### src/hdl/tms_pkg.sv
package tms_pkg;

  localparam int CUSTOM_NOTES_DEF = 64;
  localparam int ROM_NOTES        = 48;
  localparam logic [3:0] WARNING_PATTERN = 4'd7;
  localparam logic [3:0] LAST_PATTERN    = 4'd9;

  typedef enum logic [2:0] {
    KIND_TICK   = 3'd0,
    KIND_START  = 3'd1,
    KIND_STOP   = 3'd2,
    KIND_WRITE  = 3'd3,
    KIND_CUSTOM = 3'd4
  } kind_t;

  typedef struct packed {
    logic [15:0] freq;
    logic [15:0] dur;
  } note_t;

  function automatic note_t rom_note(input logic [5:0] idx);
    note_t n;
    case (idx)
      6'd0:  n = '{16'd988,  16'd100};
      6'd1:  n = '{16'd1319, 16'd300};
      6'd2:  n = '{16'd200,  16'd50};
      6'd3:  n = '{16'd150,  16'd50};
      6'd4:  n = '{16'd523,  16'd50};
      6'd5:  n = '{16'd659,  16'd50};
      6'd6:  n = '{16'd784,  16'd50};
      6'd7:  n = '{16'd1047, 16'd50};
      6'd8:  n = '{16'd1319, 16'd50};
      6'd9:  n = '{16'd1568, 16'd50};
      6'd10: n = '{16'd2093, 16'd150};
      6'd11: n = '{16'd1319, 16'd100};
      6'd12: n = '{16'd1568, 16'd100};
      6'd13: n = '{16'd2637, 16'd100};
      6'd14: n = '{16'd2093, 16'd100};
      6'd15: n = '{16'd2349, 16'd100};
      6'd16: n = '{16'd3136, 16'd200};
      6'd17: n = '{16'd659,  16'd150};
      6'd18: n = '{16'd0,    16'd50};
      6'd19: n = '{16'd784,  16'd150};
      6'd20: n = '{16'd0,    16'd50};
      6'd21: n = '{16'd880,  16'd150};
      6'd22: n = '{16'd0,    16'd50};
      6'd23: n = '{16'd784,  16'd150};
      6'd24: n = '{16'd0,    16'd50};
      6'd25: n = '{16'd659,  16'd300};
      6'd26: n = '{16'd0,    16'd100};
      6'd27: n = '{16'd523,  16'd150};
      6'd28: n = '{16'd0,    16'd50};
      6'd29: n = '{16'd587,  16'd150};
      6'd30: n = '{16'd0,    16'd50};
      6'd31: n = '{16'd659,  16'd400};
      6'd32: n = '{16'd2000, 16'd100};
      6'd33: n = '{16'd0,    16'd100};
      6'd34: n = '{16'd2000, 16'd100};
      6'd35: n = '{16'd0,    16'd100};
      6'd36: n = '{16'd2000, 16'd100};
      6'd37: n = '{16'd0,    16'd400};
      6'd38: n = '{16'd800,  16'd200};
      6'd39: n = '{16'd600,  16'd200};
      6'd40: n = '{16'd800,  16'd200};
      6'd41: n = '{16'd600,  16'd200};
      6'd42: n = '{16'd523,  16'd100};
      6'd43: n = '{16'd659,  16'd100};
      6'd44: n = '{16'd784,  16'd200};
      6'd45: n = '{16'd200,  16'd150};
      6'd46: n = '{16'd0,    16'd50};
      6'd47: n = '{16'd200,  16'd150};
      default: n = '0;
    endcase
    return n;
  endfunction

  function automatic logic [5:0] pat_start(input logic [3:0] sel);
    logic [5:0] s;
    case (sel)
      4'd3:    s = 6'd2;
      4'd4:    s = 6'd4;
      4'd5:    s = 6'd11;
      4'd6:    s = 6'd17;
      4'd7:    s = 6'd32;
      4'd8:    s = 6'd38;
      4'd9:    s = 6'd42;
      4'd10:   s = 6'd45;
      default: s = 6'd0;
    endcase
    return s;
  endfunction

  function automatic logic [6:0] pat_count(input logic [3:0] sel);
    logic [6:0] c;
    case (sel)
      4'd1:    c = 7'd2;
      4'd2:    c = 7'd2;
      4'd3:    c = 7'd7;
      4'd4:    c = 7'd6;
      4'd5:    c = 7'd15;
      4'd6:    c = 7'd6;
      4'd7:    c = 7'd4;
      4'd8:    c = 7'd3;
      4'd9:    c = 7'd3;
      default: c = 7'd0;
    endcase
    return c;
  endfunction

endpackage

### src/hdl/tms_ram.sv
module tms_ram #(
  parameter int WIDTH = 32,
  parameter int DEPTH = 64,
  localparam int AddrW = (DEPTH > 1) ? $clog2(DEPTH) : 1
) (
  input  logic             clk,
  input  logic             wr_en,
  input  logic [AddrW-1:0] wr_addr,
  input  logic [WIDTH-1:0] wr_data,
  input  logic [AddrW-1:0] rd_addr,
  output logic [WIDTH-1:0] rd_data
);

  logic [WIDTH-1:0] mem [DEPTH];

  always_ff @(posedge clk) begin
    if (wr_en) begin
      mem[wr_addr] <= wr_data;
    end
    rd_data <= mem[rd_addr];
  end

endmodule

### src/hdl/tone_melody_sequencer.sv
// Tone melody sequencer. Each accepted item (a 1 ms tick or a command) gives one result via
// a pending register, and a new item is taken every cycle while results keep being drained;
// an output register lets the next item enter while a result waits for out_ready. The custom
// note store is a RAM of CUSTOM_NOTES entries read once per cycle at the note now playing,
// with a write to that same entry forwarded; built-in patterns come from a constant table.
// The store has no reset and needs no clearing pass, so the block is ready right after reset.
module tone_melody_sequencer #(
  parameter int CUSTOM_NOTES = tms_pkg::CUSTOM_NOTES_DEF
) (
  input  logic        clk,
  input  logic        rst,
  input  logic        in_valid,
  output logic        in_ready,
  input  logic [2:0]  kind,
  input  logic [3:0]  pattern_select,
  input  logic [5:0]  note_slot,
  input  logic [15:0] note_frequency,
  input  logic [15:0] note_duration,
  input  logic [6:0]  sequence_length,
  input  logic        loop_flag,
  output logic        out_valid,
  input  logic        out_ready,
  output logic [15:0] tone_frequency,
  output logic        tone_on,
  output logic [3:0]  active_pattern,
  output logic        sequence_active
);

  import tms_pkg::*;

  localparam int AddrW = (CUSTOM_NOTES > 1) ? $clog2(CUSTOM_NOTES) : 1;
  localparam logic [8:0] NumNotes = 9'(CUSTOM_NOTES);

  typedef enum logic [1:0] {
    TONE_KEEP,
    TONE_ZERO,
    TONE_NOTE
  } tone_op_t;

  logic [6:0]  pos, pos_next;
  logic [15:0] elapsed, elapsed_next;
  logic [3:0]  pattern, pattern_next;
  logic        from_custom, from_custom_next;
  logic [5:0]  table_base, table_base_next;
  logic [6:0]  seq_len, seq_len_next;
  logic        loop_mode, loop_mode_next;
  logic [15:0] tone_freq;

  logic        pend_valid;
  tone_op_t    pend_op;
  logic [3:0]  pend_pattern;
  logic        pend_active;
  logic        pend_move;
  tone_op_t    op;

  logic             wr_en;
  logic [AddrW-1:0] wr_addr;
  logic [AddrW-1:0] rd_addr;
  note_t            ram_rdata;
  logic             byp, byp_next;
  note_t            byp_data;

  logic [7:0]  rom_idx;
  note_t       rom_word;
  note_t       cur;
  logic [15:0] el_inc;
  logic [7:0]  nxt;
  logic [6:0]  len_clip;
  logic [15:0] tone_value;
  logic        accept;

  assign pend_move = pend_valid && (!out_valid || out_ready);
  assign in_ready  = !pend_valid || pend_move;
  assign accept    = in_valid && in_ready;

  assign rom_idx  = {2'b00, table_base} + {1'b0, pos};
  assign rom_word = (rom_idx < 8'(ROM_NOTES)) ? rom_note(rom_idx[5:0]) : '0;
  assign cur      = from_custom ? (byp ? byp_data : ram_rdata) : rom_word;

  assign el_inc   = (elapsed == 16'hFFFF) ? elapsed : elapsed + 16'd1;
  assign nxt      = {1'b0, pos} + 8'd1;
  assign len_clip = ({2'b00, sequence_length} > NumNotes) ? NumNotes[6:0] : sequence_length;

  always_comb begin
    pos_next         = pos;
    elapsed_next     = elapsed;
    pattern_next     = pattern;
    from_custom_next = from_custom;
    table_base_next  = table_base;
    seq_len_next     = seq_len;
    loop_mode_next   = loop_mode;
    op               = TONE_KEEP;
    wr_en            = 1'b0;
    if (accept) begin
      case (kind)
        KIND_TICK: begin
          if (seq_len != 7'd0) begin
            elapsed_next = el_inc;
            if (el_inc >= cur.dur) begin
              if (nxt >= {1'b0, seq_len} && !loop_mode) begin
                pattern_next     = 4'd0;
                seq_len_next     = 7'd0;
                from_custom_next = 1'b0;
                loop_mode_next   = 1'b0;
                op               = TONE_ZERO;
              end else begin
                pos_next     = (nxt >= {1'b0, seq_len}) ? 7'd0 : nxt[6:0];
                elapsed_next = 16'd0;
                op           = TONE_NOTE;
              end
            end
          end
        end
        KIND_START: begin
          from_custom_next = 1'b0;
          pattern_next     = 4'd0;
          seq_len_next     = 7'd0;
          loop_mode_next   = 1'b0;
          if (pattern_select >= 4'd1 && pattern_select <= LAST_PATTERN) begin
            pattern_next    = pattern_select;
            table_base_next = pat_start(pattern_select + 4'd1);
            seq_len_next    = pat_count(pattern_select);
            loop_mode_next  = (pattern_select == WARNING_PATTERN);
            op              = TONE_NOTE;
          end
          pos_next     = 7'd0;
          elapsed_next = 16'd0;
        end
        KIND_STOP: begin
          pattern_next     = 4'd0;
          seq_len_next     = 7'd0;
          from_custom_next = 1'b0;
          loop_mode_next   = 1'b0;
          op               = TONE_ZERO;
        end
        KIND_WRITE: begin
          wr_en = ({3'b000, note_slot} < NumNotes);
        end
        KIND_CUSTOM: begin
          pattern_next     = 4'd0;
          seq_len_next     = 7'd0;
          from_custom_next = 1'b0;
          loop_mode_next   = 1'b0;
          if (len_clip != 7'd0) begin
            from_custom_next = 1'b1;
            seq_len_next     = len_clip;
            loop_mode_next   = loop_flag;
            op               = TONE_NOTE;
          end
          pos_next     = 7'd0;
          elapsed_next = 16'd0;
        end
        default: begin
        end
      endcase
    end
  end

  assign wr_addr  = AddrW'(note_slot);
  assign rd_addr  = ({2'b00, pos_next} < NumNotes) ? AddrW'(pos_next) : '0;
  assign byp_next = wr_en && (wr_addr == rd_addr);

  tms_ram #(
    .WIDTH ($bits(note_t)),
    .DEPTH (CUSTOM_NOTES)
  ) u_notes (
    .clk     (clk),
    .wr_en   (wr_en),
    .wr_addr (wr_addr),
    .wr_data ({note_frequency, note_duration}),
    .rd_addr (rd_addr),
    .rd_data (ram_rdata)
  );

  always_comb begin
    case (pend_op)
      TONE_NOTE: tone_value = cur.freq;
      TONE_ZERO: tone_value = 16'd0;
      default:   tone_value = tone_freq;
    endcase
  end

  always_ff @(posedge clk) begin
    if (rst) begin
      pos         <= 7'd0;
      elapsed     <= 16'd0;
      pattern     <= 4'd0;
      from_custom <= 1'b0;
      table_base  <= 6'd0;
      seq_len     <= 7'd0;
      loop_mode   <= 1'b0;
      tone_freq   <= 16'd0;
      pend_valid  <= 1'b0;
      out_valid   <= 1'b0;
      byp         <= 1'b0;
    end else begin
      pos         <= pos_next;
      elapsed     <= elapsed_next;
      pattern     <= pattern_next;
      from_custom <= from_custom_next;
      table_base  <= table_base_next;
      seq_len     <= seq_len_next;
      loop_mode   <= loop_mode_next;
      byp         <= byp_next;
      if (pend_move) begin
        tone_freq <= tone_value;
      end
      if (accept) begin
        pend_valid <= 1'b1;
      end else if (pend_move) begin
        pend_valid <= 1'b0;
      end
      if (pend_move) begin
        out_valid <= 1'b1;
      end else if (out_ready) begin
        out_valid <= 1'b0;
      end
    end
  end

  always_ff @(posedge clk) begin
    byp_data <= {note_frequency, note_duration};
    if (accept) begin
      pend_op      <= op;
      pend_pattern <= pattern_next;
      pend_active  <= (seq_len_next != 7'd0);
    end
    if (pend_move) begin
      tone_frequency  <= tone_value;
      tone_on         <= (tone_value != 16'd0);
      active_pattern  <= pend_pattern;
      sequence_active <= pend_active;
    end
  end

endmodule

### config.mk
export PLATFORM = sky130hd
export DESIGN_NAME = tone_melody_sequencer
export DESIGN_NICKNAME = d
export VERILOG_FILES = /design/src/hdl/tms_pkg.sv /design/src/hdl/tms_ram.sv /design/src/hdl/tone_melody_sequencer.sv
export SDC_FILE = /design/constraint.sdc
export NUM_CORES = 2
export LEC_CHECK = 0
export ABC_AREA = 0
export BUFFER_PORTS_ARGS = -buffer_cell sky130_fd_sc_hd__buf_2
export CAP_MARGIN = 20
export CORE_MARGIN = 5
export CORE_UTILIZATION = 55
export CTS_BUF_LIST = sky130_fd_sc_hd__clkbuf_2
export CTS_CLUSTER_DIAMETER = 150
export CTS_CLUSTER_SIZE = 10
export DETAILED_ROUTE_END_ITERATION = 10
export PLACE_DENSITY = 0.69
export RECOVER_POWER = 25
export SLEW_MARGIN = 20
export SYNTH_ARGS = -nofsm -noshare
export SYNTH_HDL_FRONTEND = slang
export SYNTH_HIERARCHICAL = 1
export SYNTH_MEMORY_MAX_BITS = 65536
export SYNTH_SLANG_ARGS = --single-unit
### constraint.sdc
create_clock -name clk -period 8.89 [get_ports clk]
set_clock_uncertainty 0.2 [all_clocks]
set_input_delay 1.3335 -clock clk [delete_from_list [all_inputs] [get_ports clk]]
set_output_delay 1.3335 -clock clk [all_outputs]
set_load 0.02 [all_outputs]
==> metrics <==
crit start category=flip-flop; global-route wire length before repair=317000 um; Ys Warns=6; Yosys top cell area share=0.725; Root Driver=clkbuf_2; Synth Instances=4236; worst slew pin tran=3.40 ns; clock slew at reported path FFs=0.18 ns; fin crit share=0.914; vias per std cell=6.54; synth cell count leaders=edfxtp_1 (2077), mux4_2 (544), nor2_1 (255); failing checks=max-capacitance violations, max-slew violations; Crit. End Element=flip-flop; Die Span X=406 um; DR WL/cell=32.1 um; top-count cell post-synth=edfxtp_1; R2R depth=28; vias in the first global route=44.5k; Rows=145; EDFF count, synth=2077; #FFs+latches synth=2202; fraction of final layout cells sized beyond drive strength 1=0.274; setup_tns=0 ns; crit path max fanout=49; DRT iter0 DRCs=5371; DR vias=44.8k; CTS buffer count=238; Mapped Area=86000 sq um; area occupied by multi-input gates=20500 sq um; critical path's most frequent cell=a21oi_1; critical path's largest stage delay=0.60 ns; die area=164000 sq um; Max-Cap Viols=31; Final Power=16.2 mW; GP Congestion=0.882; status=finished with violations; total wire length=220000 um; Tot GR Track Use=0.271; hpwl dp=124000 um; IO buf count=80; grt ovf=0; synth unique cells=77; nets=4716; Skew-Pair Late Insertion Delay=1.88 ns; Crit Path Class=flip-flop to flip-flop; Pwr Density=173 nW/um^2; CTS max path bufs=3; core area=156000 sq um; Ports=81; largest net degree at the start of global routing=68; CTS tree=built; Hold Path Class=flip-flop to flip-flop; Worst EP arrival=9.60 ns; Max rail drop VDD=0.111 mV; post-synthesis sequential area ratio=0.754; Max-slew headroom=-1.27; clock sink count=2202; DR pass1 iterations=6; ys flop type=edfxtp_1; post-route ant nets=0; Die H=406 um; Fillers=11.1k; CTS H-tree lvls=4; top cells by area, synth=edfxtp_1 (72%), mux4_2 (14%), dfxtp_1 (2.9%); P&R area growth vs syn=8.37%; Avg Cell Area, Syn=20.3 sq um; Post-route DRC=0; postcts setup bufs=0; initial antenna violation count=13; area leader, netlist=edfxtp_1; WHS Path Cells=0; Initial Util=0.552; Pleak=28.5 nW; WP data required=10.36 ns; syn nets=4340; Max Slew Vio Count=2017; RSZ-0062 raised after global routing=no; final setup vio count=0; min cycle time layout=8.13 ns; Critical-path top delay cell=xor2_4; asr flop ratio synth=0; Max Freq=0.123 GHz; FF+latch area=64900 sq um; endpoints failing hold=0
[sequential cells by signal (all words and copies together), names as in the netlist]
signal,cells
byp_data,32
sequence_active,1
out_valid,1
u_notes/rd_data,32
elapsed,16
pend_active,1
tone_frequency,16
byp,1
loop_mode,1
seq_len,7
pend_valid,1
u_notes/mem,2048
tone_freq,16
pos,7
pend_op,2
table_base,6
pattern,4
from_custom,1
tone_on,1
pend_pattern,4
active_pattern,4
[cells by family (layout without fill, tap and decap cells)]
group / count (synthesis) / in the layout / share of synthesized area
flops: 2202 / 2202 / 0.754
mux: 673 / 673 / 0.158
simple gates: 554 / 554 / 0.0294
compound gates: 461 / 461 / 0.0347
buf+inv: 270 / 811 / 0.0142
fa+ha+maj: 47 / 47 / 0.00692
xor+xnor: 29 / 29 / 0.00317
other cells: 0 / 12 / 0
[power by group]
group	leakage (nW)	switching (mW)	total, mW	internal (mW)
combinational	7.10	0.282	0.363	0.0806
sequential	19.7	0.00958	11.4	11.4
clock	1.69	3.23	4.43	1.20
total	28.5	3.52	16.2	12.7
[layer usage]
layer	wire [um]	track usage	up-vias	part of all wire
li1	-	-	18374	-
met1	84000	0.384	23460	0.38
met2	106000	0.431	2549	0.48
met3	22900	0.0570	404	0.10
met4	7250	0.0844	0	0.033
met5	0	0	-	0
[critical path: cells and delay by family (launching register included)]
family                   cells  cell delay (ns)
buffers and inverters        5             1.18
AND/OR/NAND/NOR              4             0.57
adder cells (fa/ha/maj)      3             1.12
multiplexers                 1             0.55
XOR/XNOR                     1             0.60
flip-flops                   1             0.43
AO/OA/AOI/OAI               14             3.25
[layout make-up]
cell class / instances / area share
flip-flops and latches: 2202 / 0.696
multi-input cells: 1764 / 0.220
repair buffers: 373 / 0.0325
well taps: 2058 / 0.0276
clock buffers: 389 / 0.0209
clock inverters: 16 / 0.00178
inverters: 33 / 0.00133
diodes: 12 / 0.000322
[placed cells by master, fill, tap and decap left out, drive strengths merged, types with 10 or more instances in the layout]
cell type and instances:
nand2 102, mux4 544, a211oi 22, xor2 11
a311oi 10, nand4 14, nor4 10, nand2b 15
mux2i 112, a21o 11, nand3b 11, mux2 17
ha 46, o21ai 49, dfxtp 125, dlygate4sd3 95
nor3 42, nor2 256, xnor2 18, o22ai 90
inv 41, edfxtp 2077, diode 12, a21oi 150
clkbuf 420, o221ai 28, buf 247, a22oi 30
nor2b 25, nand3 35, a31oi 12
[path summary, 6_finish.rpt]
kind	start	to	slack [ns]
worst max-delay path	pos[0]	u_notes/rd_data[30]	0.76
worst min-delay path	pend_pattern[1]	active_pattern[1]	0.25
worst max register to register	pos[0]	u_notes/rd_data[30]	0.76
worst min register to register	pend_pattern[1]	active_pattern[1]	0.25
[through the flow]
| stage | util | hold slack (ns) | instance area, sq um | setup WS (ns) | cells |
|---|---|---|---|---|---|
| after floorplan | - | 0.200 | 86000 | 2.34 | 4236 |
| after global placement | 0.579 | 0.206 | 90200 | 0.683 | 6334 |
| after detailed placement | 0.579 | 0.206 | 90200 | 0.704 | 6335 |
| after CTS | 0.599 | 0.00460 | 93300 | 0.560 | 6835 |
| after global routing | 0.598 | 0.0628 | 93200 | 0.231 | 6840 |
| final | 0.598 | 0.246 | 93200 | 0.762 | 6847 |
[timing repair]
| item | 4_1_cts | 5_1_grt |
|---|---|---|
| hold buffers | 95 | 0 |
| endpoints found under the setup margin | 0 | 2 |
| resized for setup | 0 | 2 |
| hold endpoints to repair | 2152 | 0 |
Note: power is estimated with default switching activity, not from simulation.
